--- config.mk ---
export PLATFORM = sky130hd
export DESIGN_NAME = ticker_playback_gate_timer_core
export DESIGN_NICKNAME = d
export VERILOG_FILES = /design/src/tpgt_pkg.sv /design/src/tpgt_step.sv /design/src/tpgt_state.sv /design/src/ticker_playback_gate_timer_core.sv
export VERILOG_INCLUDE_DIRS = /design/src /design/src/src
export SDC_FILE = /design/constraint.sdc
export NUM_CORES = 1
export LEC_CHECK = 0
export BUFFER_PORTS_ARGS = -buffer_cell sky130_fd_sc_hd__buf_4
export CORE_MARGIN = 2
export CORE_UTILIZATION = 45
export CTS_BUF_LIST = sky130_fd_sc_hd__clkbuf_4 sky130_fd_sc_hd__clkbuf_8
export DETAILED_ROUTE_END_ITERATION = 12
export SLEW_MARGIN = 20
export SYNTH_ARGS = -nofsm -noshare
export SYNTH_HDL_FRONTEND = slang
export SYNTH_SLANG_ARGS = --single-unit
--- constraint.sdc ---
create_clock -name clk -period 3.7 [get_ports clk]
set_input_delay 0.37 -clock clk [delete_from_list [all_inputs] [get_ports clk]]
set_output_delay 0.37 -clock clk [all_outputs]
set_load 0.03 [all_outputs]
--- src/assert_macros.svh ---
// Assertion helpers used by the core RTL file.
`ifndef ASSERT_MACROS_SVH
`define ASSERT_MACROS_SVH
`ifndef SYNTHESIS
// Property must hold at every rising edge outside reset.
`define ASSERT_PROP(lbl, clk, rst_n, prop) \
	lbl: assert property (@(posedge clk) disable iff (!rst_n) (prop)) \
		else $error("assertion failed");
// Expression must never be true outside reset.
`define ASSERT_NEVER(lbl, clk, rst_n, expr) \
	lbl: assert property (@(posedge clk) disable iff (!rst_n) !(expr)) \
		else $error("forbidden condition seen");
`else
`define ASSERT_PROP(lbl, clk, rst_n, prop)
`define ASSERT_NEVER(lbl, clk, rst_n, expr)
`endif
`endif

--- src/tpgt_pkg.sv ---
package tpgt_pkg;

	localparam int TITLE_SLOTS = 16;
	localparam int COUNT_BITS = 32;
	localparam int TITLE_BITS = 4;
	localparam int MODE_BITS = 4;
	localparam int OUT_COUNT_BITS = 32;
	localparam int MAP_IW = $clog2(TITLE_SLOTS);

	typedef logic [COUNT_BITS-1:0] cnt_t;
	typedef logic [TITLE_SLOTS-1:0] map_t;
	typedef logic [TITLE_BITS-1:0] title_t;

	typedef enum logic [2:0] {
		CMD_TICK = 3'd0,
		CMD_SAMPLE = 3'd1,
		CMD_TOGGLE = 3'd2,
		CMD_STOP = 3'd3,
		CMD_MODE_RESET = 3'd4,
		CMD_ADAPTIVE = 3'd5,
		CMD_CLEAR_TITLE = 3'd6,
		CMD_CLEAR_ALL = 3'd7
	} cmd_t;

	typedef enum logic [1:0] {
		MODE_ALWAYS = 2'd0,
		MODE_UNTIL_CUED = 2'd1,
		MODE_UNTIL_HOTKEY = 2'd2,
		MODE_CUSTOM = 2'd3
	} mode_t;

	// One input word, unpacked from the stream.
	typedef struct packed {
		cmd_t cmd;
		logic is_ticker_layer;
		logic title_given;
		title_t title_number;
		logic title_cued_flag;
		logic signed [MODE_BITS-1:0] mode_request;
		logic adaptive_request;
	} item_t;

	// One result word.
	typedef struct packed {
		logic [OUT_COUNT_BITS-1:0] elapsed_count;
		logic paused_now;
	} result_t;

	// Channel state, without the adaptive-pause map.
	typedef struct packed {
		cnt_t cnt;
		mode_t mode;
		logic started;
		logic held;
		logic manual;
		logic cue_open;
		logic hot_open;
		logic cued_last;
		title_t title;
		logic present;
	} chan_t;

	localparam chan_t CHAN_RESET = '{
		cnt: '0,
		mode: MODE_ALWAYS,
		started: 1'b0,
		held: 1'b1,
		manual: 1'b0,
		cue_open: 1'b1,
		hot_open: 1'b1,
		cued_last: 1'b0,
		title: '0,
		present: 1'b0
	};

	// Adaptive bit of a title; titles beyond the map read as not paused.
	function automatic logic map_read(map_t m, title_t t);
		logic hit;
		hit = (32'(t) < TITLE_SLOTS);
		return hit ? m[MAP_IW'(t)] : 1'b0;
	endfunction

	function automatic logic title_in_map(title_t t);
		return (32'(t) < TITLE_SLOTS);
	endfunction

	// Effective pause from hold, mode gate and adaptive bit.
	function automatic logic eff_paused(chan_t s, map_t m);
		logic gate;
		gate = 1'b0;
		if (s.mode == MODE_UNTIL_CUED)
			gate = !s.cue_open;
		else if (s.mode == MODE_UNTIL_HOTKEY)
			gate = !s.hot_open;
		return s.manual | gate | (s.present & map_read(m, s.title));
	endfunction

	// Restart the channel at count zero with the gates of a mode.
	function automatic chan_t start_mode(chan_t s, mode_t mode, map_t m);
		chan_t r;
		r = s;
		r.cnt = '0;
		r.mode = mode;
		r.manual = 1'b0;
		r.cue_open = (mode != MODE_UNTIL_CUED);
		r.hot_open = (mode != MODE_UNTIL_HOTKEY);
		r.started = 1'b1;
		r.held = eff_paused(r, m);
		return r;
	endfunction

	// Common entry of the layer commands: title change, mode change, cue gate.
	function automatic chan_t prepare(chan_t s, item_t it, mode_t mode, map_t m);
		chan_t r;
		logic first;
		logic changed;
		r = s;
		first = !s.started;
		changed = it.title_given && !first && s.present && (s.title != it.title_number);
		if (it.title_given) begin
			r.title = it.title_number;
			r.present = 1'b1;
		end
		if (first || changed || (s.mode != mode))
			r = start_mode(r, mode, m);
		if (it.title_given)
			r.cued_last = it.title_cued_flag;
		if (r.mode == MODE_UNTIL_CUED && r.cued_last)
			r.cue_open = 1'b1;
		r.started = 1'b1;
		r.held = eff_paused(r, m);
		return r;
	endfunction

	// Negative requests clamp to zero, large ones to the custom mode.
	function automatic mode_t clamp_mode(logic signed [MODE_BITS-1:0] raw);
		mode_t r;
		if (raw < 0)
			r = MODE_ALWAYS;
		else if (raw > 3)
			r = MODE_CUSTOM;
		else
			r = mode_t'(raw[1:0]);
		return r;
	endfunction

	// Count as seen on the 32-bit result field.
	function automatic logic [OUT_COUNT_BITS-1:0] sat_count(cnt_t c);
		logic [OUT_COUNT_BITS-1:0] r;
		if ((c >> OUT_COUNT_BITS) != '0)
			r = '1;
		else
			r = OUT_COUNT_BITS'(c);
		return r;
	endfunction

endpackage

--- src/tpgt_step.sv ---
module tpgt_step (
	input tpgt_pkg::chan_t cur,
	input tpgt_pkg::map_t map_cur,
	input tpgt_pkg::item_t item,
	output tpgt_pkg::chan_t nxt,
	output tpgt_pkg::map_t map_nxt,
	output tpgt_pkg::result_t result
);

	tpgt_pkg::mode_t mode;
	tpgt_pkg::chan_t s;
	tpgt_pkg::map_t m;

	assign mode = tpgt_pkg::clamp_mode(item.mode_request);

	// Apply one command to the channel state and the adaptive map.
	always_comb begin
		s = cur;
		m = map_cur;
		unique case (item.cmd)
			tpgt_pkg::CMD_TICK: begin
				if (s.started && !s.held && (s.cnt != '1))
					s.cnt = s.cnt + tpgt_pkg::cnt_t'(1);
			end
			tpgt_pkg::CMD_SAMPLE: begin
				if (item.is_ticker_layer)
					s = tpgt_pkg::prepare(s, item, mode, m);
			end
			tpgt_pkg::CMD_TOGGLE: begin
				if (item.is_ticker_layer) begin
					s = tpgt_pkg::prepare(s, item, mode, m);
					if (s.mode == tpgt_pkg::MODE_UNTIL_CUED && !s.cue_open) begin
						s.cue_open = 1'b1;
						s.manual = 1'b0;
					end else if (s.mode == tpgt_pkg::MODE_UNTIL_HOTKEY && !s.hot_open) begin
						s.hot_open = 1'b1;
						s.manual = 1'b0;
					end else begin
						s.manual = !s.manual;
					end
					s.held = tpgt_pkg::eff_paused(s, m);
				end
			end
			tpgt_pkg::CMD_STOP: begin
				if (item.is_ticker_layer) begin
					s = tpgt_pkg::prepare(s, item, mode, m);
					s.cnt = '0;
					s.manual = 1'b1;
					if (s.mode == tpgt_pkg::MODE_UNTIL_HOTKEY)
						s.hot_open = 1'b1;
					s.held = 1'b1;
				end
			end
			tpgt_pkg::CMD_MODE_RESET: begin
				if (item.is_ticker_layer) begin
					s.title = item.title_given ? item.title_number : '0;
					s.present = item.title_given;
					s.cued_last = item.title_cued_flag;
					s = tpgt_pkg::start_mode(s, mode, m);
					if (s.mode == tpgt_pkg::MODE_UNTIL_CUED && item.title_cued_flag) begin
						s.cue_open = 1'b1;
						s.held = tpgt_pkg::eff_paused(s, m);
					end
				end
			end
			tpgt_pkg::CMD_ADAPTIVE: begin
				if (item.title_given && tpgt_pkg::title_in_map(item.title_number)
						&& (tpgt_pkg::map_read(m, item.title_number) != item.adaptive_request)) begin
					m[tpgt_pkg::MAP_IW'(item.title_number)] = item.adaptive_request;
					if (s.started && s.present && (s.title == item.title_number))
						s.held = tpgt_pkg::eff_paused(s, m);
				end
			end
			tpgt_pkg::CMD_CLEAR_TITLE: begin
				if (s.started && (item.title_given
						? (s.present && (s.title == item.title_number)) : !s.present))
					s = tpgt_pkg::CHAN_RESET;
				if (item.title_given && tpgt_pkg::title_in_map(item.title_number))
					m[tpgt_pkg::MAP_IW'(item.title_number)] = 1'b0;
			end
			tpgt_pkg::CMD_CLEAR_ALL: begin
				s = tpgt_pkg::CHAN_RESET;
				m = '0;
			end
			default: begin
				s = cur;
			end
		endcase
	end

	assign nxt = s;
	assign map_nxt = m;

	// A layer that is not a ticker reports zeros.
	always_comb begin
		result.paused_now = item.is_ticker_layer ? s.held : 1'b0;
		result.elapsed_count = item.is_ticker_layer ? tpgt_pkg::sat_count(s.cnt) : '0;
	end

endmodule

--- src/tpgt_state.sv ---
module tpgt_state (
	input logic clk,
	input logic arst_n,
	input logic en,
	input tpgt_pkg::chan_t nxt,
	input tpgt_pkg::map_t map_nxt,
	output tpgt_pkg::chan_t chan_q,
	output tpgt_pkg::map_t map_q
);

	// Channel state and adaptive map, updated once per processed word.
	always_ff @(posedge clk or negedge arst_n) begin
		if (!arst_n) begin
			chan_q <= tpgt_pkg::CHAN_RESET;
			map_q <= '0;
		end else if (en) begin
			chan_q <= nxt;
			map_q <= map_nxt;
		end
	end

endmodule

--- src/ticker_playback_gate_timer_core.sv ---
// A word accepted into the input register passes through the step logic into the result register.
// One word per cycle while the result word is not stalled; the state register
// is written with the result register, so the next word sees it without a bubble.
// Reset (arst_n low) clears the channel to its idle values, the adaptive map
// to all zero, and drops both valid flags.
`include "assert_macros.svh"

module ticker_playback_gate_timer_core (
	input logic clk,
	input logic arst_n,
	input logic s_axis_tvalid,
	output logic s_axis_tready,
	// [0] is_ticker_layer, [1] title_given, [5:2] title_number,
	// [6] title_cued_flag, [10:7] mode_request, [11] adaptive_request, [15:12] zero
	input logic [15:0] s_axis_tdata,
	// [2:0] cmd
	input logic [2:0] s_axis_tuser,
	output logic m_axis_tvalid,
	input logic m_axis_tready,
	// [0] paused_now, [32:1] elapsed_count, [39:33] zero
	output logic [39:0] m_axis_tdata
);

	tpgt_pkg::item_t item_in;
	tpgt_pkg::item_t item_s1;
	logic valid_s1;
	logic adv;
	tpgt_pkg::chan_t chan_q;
	tpgt_pkg::chan_t chan_nxt;
	tpgt_pkg::map_t map_q;
	tpgt_pkg::map_t map_nxt;
	tpgt_pkg::result_t result;
	tpgt_pkg::result_t out_q;
	logic out_valid_q;

	// Unpack the incoming word.
	always_comb begin
		item_in.cmd = tpgt_pkg::cmd_t'(s_axis_tuser);
		item_in.is_ticker_layer = s_axis_tdata[0];
		item_in.title_given = s_axis_tdata[1];
		item_in.title_number = s_axis_tdata[5:2];
		item_in.title_cued_flag = s_axis_tdata[6];
		item_in.mode_request = s_axis_tdata[10:7];
		item_in.adaptive_request = s_axis_tdata[11];
	end

	// The registered word moves on unless the result register is stalled.
	assign adv = valid_s1 && (!out_valid_q || m_axis_tready);
	assign s_axis_tready = !valid_s1 || !out_valid_q || m_axis_tready;

	// Input register.
	always_ff @(posedge clk or negedge arst_n) begin
		if (!arst_n) begin
			valid_s1 <= 1'b0;
		end else if (s_axis_tready) begin
			valid_s1 <= s_axis_tvalid;
		end
	end

	always_ff @(posedge clk) begin
		if (s_axis_tready && s_axis_tvalid) begin
			item_s1 <= item_in;
		end
	end

	tpgt_step u_step (
		.cur(chan_q),
		.map_cur(map_q),
		.item(item_s1),
		.nxt(chan_nxt),
		.map_nxt(map_nxt),
		.result(result)
	);

	tpgt_state u_state (
		.clk(clk),
		.arst_n(arst_n),
		.en(adv),
		.nxt(chan_nxt),
		.map_nxt(map_nxt),
		.chan_q(chan_q),
		.map_q(map_q)
	);

	// Result register.
	always_ff @(posedge clk or negedge arst_n) begin
		if (!arst_n) begin
			out_valid_q <= 1'b0;
		end else if (adv) begin
			out_valid_q <= 1'b1;
		end else if (m_axis_tready) begin
			out_valid_q <= 1'b0;
		end
	end

	always_ff @(posedge clk) begin
		if (adv) begin
			out_q <= result;
		end
	end

	assign m_axis_tvalid = out_valid_q;
	assign m_axis_tdata = {7'b0, out_q.elapsed_count, out_q.paused_now};

	// Back-pressure on the input only comes from a stalled result word.
	`ASSERT_PROP(a_ready_low_only_on_stall, clk, arst_n,
		!s_axis_tready |-> (valid_s1 && out_valid_q && !m_axis_tready))
	// A word from a layer that is not a ticker reports zeros.
	`ASSERT_PROP(a_non_ticker_zero, clk, arst_n,
		(adv && !item_s1.is_ticker_layer) |=> (out_q == '0))
	// The count only holds, steps up by one, or restarts at zero.
	`ASSERT_PROP(a_count_steps, clk, arst_n,
		1'b1 |=> ((chan_q.cnt == $past(chan_q.cnt))
			|| (chan_q.cnt == $past(chan_q.cnt) + tpgt_pkg::cnt_t'(1))
			|| (chan_q.cnt == '0)))

endmodule
**Yosys cells after proc, flatten, opt, wreduce, memory -nomap -nowiden**

Index checks and enable logic that the tools add are counted.

- Register bits: 111
- Output and inout port bits: 42
- Logic and storage cells: 245

- Add/subtract/negate cells: 1
- Magnitude comparators: 11
- Equal/unequal tests: 33
- Multiplexer cells: 110
- Bitwise logic cells: 20
- Reduce and logical (&&, ||, !) cells: 48

Operator list:

| operator | number |
|---|---|
| two-way mux 45 bit | 11 |
| one-hot mux 32 bit (7 select lines) | 1 |
| two-way mux 1 bit | 70 |
| one-hot mux 9 bit (6 select lines) | 1 |
| one-hot mux 16 bit (3 select lines) | 1 |
| less-than comparator 4 x 5 -> 1 bit, second input constant | 8 |
| two-way mux 13 bit | 3 |
| adder 32 x 1 -> 32 bit, second input constant | 1 |
| binary-select mux 1 bit (select 4 bit) | 8 |
| two-way mux 16 bit | 2 |
| two-way mux 32 bit | 1 |
| != test 32 bit, second input constant | 1 |
| two-way mux 5 bit | 5 |
| logical AND 1 bit | 19 |
| one-hot mux 3 bit (6 select lines) | 1 |
| AND 16 bit | 1 |
| bitwise mux 16 bit | 1 |
| logical NOT 1 bit | 16 |
| inverter 16 bit | 1 |
| AND reduction 8 bit | 2 |
| equality test 3 bit, second input constant | 4 |
| != test 2 bit, second input constant | 6 |
| OR 1 bit | 11 |
| equality test 2 x 1 -> 1 bit, second input constant | 5 |
| 24 further kinds | 43 |

**Depth between registers and ports, before layout**

- Depth after elaboration: 35
- Mapped depth: 10
- Depth with buffers taken out: 8

**Cells and area by module**

Synthesis repeated with hierarchy kept, for this count alone.

- Cell total of the unflattened synthesis: 819
- Area, all modules: 8189.1 um2

By module, submodules not included:

| module | times used | cells each | area each (um2) |
|---|---|---|---|
| tpgt_step | 1 | 626 | 4013.8 |
| tpgt_state | 1 | 129 | 2573.7 |
| ticker_playback_gate_timer_core | 1 | 64 | 1601.5 |

**Least setup slack after synthesis**

OpenSTA, ideal clock, no wires.

- Kind: flip-flop to flip-flop
- From: reg out_valid_q (netlist: m_axis_tvalid)
- To: reg u_state.map_q[4]
- Setup time: 0.121 ns
- Arrival time: 2.847 ns
- Required time: 3.579 ns
- Setup slack: 0.733 ns
- Cell stages (with the launch flop): 10
- Buffers on the path: 2
- Clock period less this slack: 2.967 ns
- Cell sequence: dfrtp_1 > nand2b_1 > nand2_1 > inv_1 > clkbuf_1 > nand4_1 > o21ai_1 > buf_2 > nand2_1 > a22o_1

- Word-level cells in the longest chain between the ends: 4

Ends and longest elaborated chain:

| element | line | source |
|---|---|---|
| from (decl) | ticker_playback_gate_timer_core.sv:34 | `logic out_valid_q;` |
| from (signal assigned) | ticker_playback_gate_timer_core.sv:88 | `out_valid_q <= 1'b0;` |
| from (signal assigned) | ticker_playback_gate_timer_core.sv:90 | `out_valid_q <= 1'b1;` |
| from (signal assigned) | ticker_playback_gate_timer_core.sv:92 | `out_valid_q <= 1'b0;` |
| logical NOT 1 bit | ticker_playback_gate_timer_core.sv:48 | `assign adv = valid_s1 && (!out_valid_q \|\| m_axis_tready);` |
| logical OR 1 bit | ticker_playback_gate_timer_core.sv:48 |  |
| logical AND 1 bit | ticker_playback_gate_timer_core.sv:48 |  |
| named net adv | ticker_playback_gate_timer_core.sv:27 | `logic adv;` |
| AND reduction 4 bit (no source line) | -- |  |
| to (signal assigned) | tpgt_state.sv:18 | `map_q <= map_nxt;` |
| to (decl) | tpgt_state.sv:8 | `output tpgt_pkg::map_t map_q` |

The timed path passes the listed nets, and every way through them passes these cells.
A chain may end at the register's enable or synchronous reset.

**Worst setup path in the final report**

- From: reg item_s1[6] (netlist bit)
- To: reg out_q, in the netlist m_axis_tdata[0] (data pin)

- Word-level cells in the longest chain between the ends: 26
- Elaborated cells on any way between the ends: 97

Ends and longest elaborated chain:

| element | line | source |
|---|---|---|
| from (decl) | ticker_playback_gate_timer_core.sv:25 | `tpgt_pkg::item_t item_s1;` |
| from (signal assigned) | ticker_playback_gate_timer_core.sv:62 | `item_s1 <= item_in;` |
| != test 4 bit | tpgt_pkg.sv:119 | `changed = it.title_given && !first && s.present && (s.title != it.title_number);` |
| logical AND 1 bit | tpgt_pkg.sv:119 |  |
| logical OR 1 bit (2 in a row) | tpgt_pkg.sv:124 | `if (first \|\| changed \|\| (s.mode != mode))` |
| two-way mux 45 bit | tpgt_pkg.sv:124 |  |
| two-way mux 45 bit | tpgt_step.sv:30 | `if (item.is_ticker_layer) begin` |
| two-way mux 45 bit | tpgt_step.sv:20 | `unique case (item.cmd)` |
| equality test 2 x 1 -> 1 bit | tpgt_pkg.sv:91, tpgt_pkg.sv:128, tpgt_step.sv:32 |  |
| logical AND 1 bit | tpgt_pkg.sv:128 | `if (r.mode == MODE_UNTIL_CUED && r.cued_last)` |
| (+8 left out) | -- |  |
| logical NOT 1 bit | tpgt_pkg.sv:94 | `gate = !s.hot_open;` |
| two-way mux 1 bit | tpgt_pkg.sv:93 | `else if (s.mode == MODE_UNTIL_HOTKEY)` |
| two-way mux 1 bit | tpgt_pkg.sv:91 | `if (s.mode == MODE_UNTIL_CUED)` |
| two-way mux 1 bit | tpgt_step.sv:30 |  |
| two-way mux 1 bit | tpgt_step.sv:20 |  |
| OR 1 bit (2 in a row) | tpgt_pkg.sv:95 | `return s.manual \| gate \| (s.present & map_read(m, s.title));` |
| two-way mux 45 bit | tpgt_step.sv:30 |  |
| one-hot mux 1 bit (7 select lines) * | tpgt_step.sv:20 |  |
| to (signal assigned) | ticker_playback_gate_timer_core.sv:98 | `out_q <= result;` |
| to (decl) | ticker_playback_gate_timer_core.sv:33 | `tpgt_pkg::result_t out_q;` |

Mark *: on every way between the ends. The rest lies on a longest branch, timed or not. The select of a mux whose other input is x is not followed.

==> results_tabular.tex <==
\begin{tabular}{lr}
\hline
Metric & Value \\
\hline
\multicolumn{2}{l}{\textbf{Clock tree}} \\
Number of gates resized after cts & 0 \\
Clock root buffer & sky130\_fd\_sc\_hd\_\_clkbuf\_8 \\
Clk\_lat worst skew & 0.40 ns \\
Number of hold buffers added after CTS & 0 \\
\# H-tree levels & 3 \\
Clock tree from TritonCTS & built \\
TritonCTS buffer count & 9 \\
Number of buffers on the longest clock path & 2 \\
Clock sink total & 111 \\
Buffers inserted during post-CTS setup optimization & 0 \\
Clk slew on worst S/H paths & 0.11 ns \\
\multicolumn{2}{l}{\textbf{Timing}} \\
Achievable Freq & 0.327 GHz \\
Relative max-transition margin & 40.4\% \\
Min cycle time layout & 3.06 ns \\
Clk\_skew & 0.0174 ns \\
Worst Tran Pin Value & 0.894 ns \\
Setup TNS & 0 ns \\
Total setup violations reported at the end of the flow & 0 \\
RSZ-0062 raised after global routing & no \\
Post-route worst setup slack & 0.643 ns \\
Slew Viols, Final & 0 \\
Post-route fraction of the period consumed by the critical path & 82.6\% \\
Final Hold Vio Count & 0 \\
\multicolumn{2}{l}{\textbf{Synthesis}} \\
Async set-or-reset flop fraction in the synthesized netlist & 56.8\% \\
Count of state elements after synthesis & 111 \\
Warnings from Yosys & 0 \\
Proportion of netlist area held by the largest area contributor & 19.8\% \\
Post-synth cell types & 91 \\
Count of flip-flops with a built-in enable after synthesis & 48 \\
Top flip-flop cell by instance count after synthesis & sky130\_fd\_sc\_hd\_\_dfrtp\_1 \\
Cells after Synth & 833 \\
Mapped Avg Cell Area & 9.12 um\^{}2 \\
Fraction of the yosys area taken by sequential cells & 39.8\% \\
Netlist Area Pre-Place & 7600 um\^{}2 \\
Top cell type by total area after synthesis & sky130\_fd\_sc\_hd\_\_dfrtp\_1 \\
Leading post-synthesis cells by cell area & sky130\_fd\_sc\_hd\_\_dfrtp\_1 20\%, sky130\_fd\_sc\_hd\_\_edfxtp\_1 19\%, sky130\_fd\_sc\_hd\_\_nand2\_1 4.3\% \\
\multicolumn{2}{l}{\textbf{Routing}} \\
Count of antenna-violating nets left after detailed routing & 0 \\
Avg Vias per Cell & 6.38 \\
Wire length reported by the detailed router & 21.0 mm \\
Average wire length per cell after detail routing & 19.6 um \\
Violation count after the first detailed-routing iteration & 656 \\
Number of vias after detailed routing & 6848 \\
Remaining routing DRC violations & 0 \\
Pre-Repair DR Iteration Count & 5 \\
\multicolumn{2}{l}{\textbf{Global routing}} \\
Residual overflow from global routing & 0 \\
Via count of the first global-routing pass & 6659 \\
Total global routing track utilization & 23.5\% \\
Pin count of the biggest net entering global routing & 64 \\
Antenna violations before repair & 0 \\
First-pass GRT wire length & 33.9 mm \\
\multicolumn{2}{l}{\textbf{Pwr}} \\
Peak ir drop on the vdd network & 0.241 mV \\
Total Power Consumption & 2930 uW \\
P per Cell Area & 354 nW/um\^{}2 \\
LEAKAGE & 0.00317 uW \\
\multicolumn{2}{l}{\textbf{Finish}} \\
Number of diodes added for antenna fixing & 0 \\
Layout Area Growth over Synthesis & 9.01\% \\
Post-Layout Inst Area & 8280 um\^{}2 \\
Commonest cells after routing, fill and taps aside & 88 x sky130\_fd\_sc\_hd\_\_nand2\_1, 77 x sky130\_fd\_sc\_hd\_\_buf\_4, 60 x sky130\_fd\_sc\_hd\_\_dfrtp\_1, 51 x sky130\_fd\_sc\_hd\_\_nor2\_1 \\
Share of cells above drive strength 1 & 16.1\% \\
Most common cell after layout, fill and taps aside & sky130\_fd\_sc\_hd\_\_nand2\_1 \\
Number of nets in the finished design & 872 \\
\multicolumn{2}{l}{\textbf{Job}} \\
Max-cap violation count & 0 \\
\multicolumn{2}{l}{\textbf{Die}} \\
Width of the die & 134 um \\
Effective utilization at floorplan & 46.0\% \\
Placeable core region & 16500 um\^{}2 \\
I/O pin total & 65 \\
Row count & 47 \\
Die area & 17900 um\^{}2 \\
Chip Height & 134 um \\
\multicolumn{2}{l}{\textbf{Placement}} \\
Worst setup slack after placement & 0.663 ns \\
Routability congestion estimate & 0.921 \\
I/O Buffers & 53 \\
Cell Area, Placed & 8110 um\^{}2 \\
Total half-perimeter wirelength after legalization and detailed placement & 14.4 mm \\
\multicolumn{2}{l}{\textbf{Critical path}} \\
Req. time, crit path & 3.85 ns \\
Most used cell along the critical path & sky130\_fd\_sc\_hd\_\_a211o\_1 \\
Buffering stage count on the worst path with inverters included & 0 \\
Endpoint kind of the worst setup timing path & flip-flop \\
Slowest library cell on the worst path & sky130\_fd\_sc\_hd\_\_edfxtp\_1 \\
Setup CP Type & reg2reg \\
Top delay family on crit path & compound AO/OA/AOI/OAI gates \\
Critical path launch point type & flip-flop \\
Cell breakdown of the critical path & xnor2\_2, nand4\_2, a211o\_1, a221oi\_4, a211o\_1, nor4b\_1, a21oi\_1 \\
Critical path arrival & 3.21 ns \\
CP Max Fanout & 20 \\
CP max stage delay & 0.72 ns \\
\multicolumn{2}{l}{\textbf{Run status}} \\
Result of the run & finished clean \\
\multicolumn{2}{l}{\textbf{Worst hold path}} \\
Class of the most critical hold timing path & in2async \\
\hline
\end{tabular}
[layout make-up]
| class | instances | area, um^2 |
|---|---|---|
| multi-input combinational | 635 | 4180 |
| tap | 220 | 275 |
| clock buffer | 12 | 153 |
| fill | 1496 | 8240 |
| sequential | 111 | 3020 |
| timing repair buffer | 77 | 578 |
| inverter | 14 | 52.6 |
| clock inverter | 4 | 21.3 |
[cell families after synthesis]
group                      share of synthesized area [%]
and+or+nand+nor                                     24.5
AOI/OAI and AO/OA                                   22.5
DFF                                                 39.8
buffers and inverters                               5.61
muxes                                               6.60
xor gates and xnor gates                           0.790
adders and majority gates                          0.165
other                                             0.0493
[cell usage after synthesis, drive strengths merged (4+ instances only)]
library cell   n
a211o          6
a211oi         7
a21o          10
a21oi         45
a22o          18
a31oi          8
a32o           7
and2          10
and3          14
buf           30
clkbuf        49
dfrtp         60
edfxtp        48
inv           13
mux2           8
mux2i         25
mux4           7
nand2         88
nand2b        13
nand3         34
nand3b         5
nand4         24
nand4b         4
nor2          51
nor2b         11
nor3          34
nor3b         10
nor4           4
o2111ai        4
o21ai         49
o221ai         4
o22ai          5
o2bb2ai       15
o311ai         7
o31ai         17
o32ai          4
or2            5
or3           15
or4            4
xnor2          6
[sequential cells by signal, summed over array words and instances, names as in the netlist]
name	count
m_axis_tdata	33
item_s1	15
valid_s1	1
u_state.map_q	16
u_state.chan_q	45
m_axis_tvalid	1
[worst paths after layout]
| check | start | to | slack, ns | cells after the start |
|---|---|---|---|---|
| max reg2reg | item_s1[6] | m_axis_tdata[0] | 0.64 | 7 |
| min reg2reg | valid_s1 | m_axis_tvalid | 0.52 | 1 |
| max | item_s1[6] | m_axis_tdata[0] | 0.64 | 7 |
| min in group clk | s_axis_tuser[0] | item_s1[12] | 0.14 | 1 |
| min | arst_n | u_state.chan_q[21] | 0.09 | 1 |
| max in group asynchronous | arst_n | u_state.chan_q[1] | 3.04 | 1 |
[through the flow]
| step | utilization, % | hold slack [ns] | cells |
|---|---|---|---|
| after detailed placement | 49.1 | 0.499 | 1057 |
| final | 50.1 | 0.0867 | 1073 |
| after global routing | 50.1 | 0.115 | 1073 |
| after global placement | 49.1 | 0.467 | 1057 |
| after CTS | 50.1 | 0.123 | 1073 |
| after floorplan | - | 0.0744 | 839 |
[power by group]
part | leakage, uW | internal [uW] | switching [uW]
registers | 0.00132 | 1400 | 156
logic | 0.00175 | 254 | 412
clock network | 0.0000927 | 277 | 434
total | 0.00317 | 1930 | 1000
[layer usage]
metal	vias to the layer above	GRT usage [%]	share of wire [%]
met5	-	0	0
met4	0	7.62	1.8
met3	33	4.35	4.3
met2	221	41.1	51
met1	3405	29.6	43
li1	3189	-	-
No activity file was read; power rests on OpenSTA's default activity.
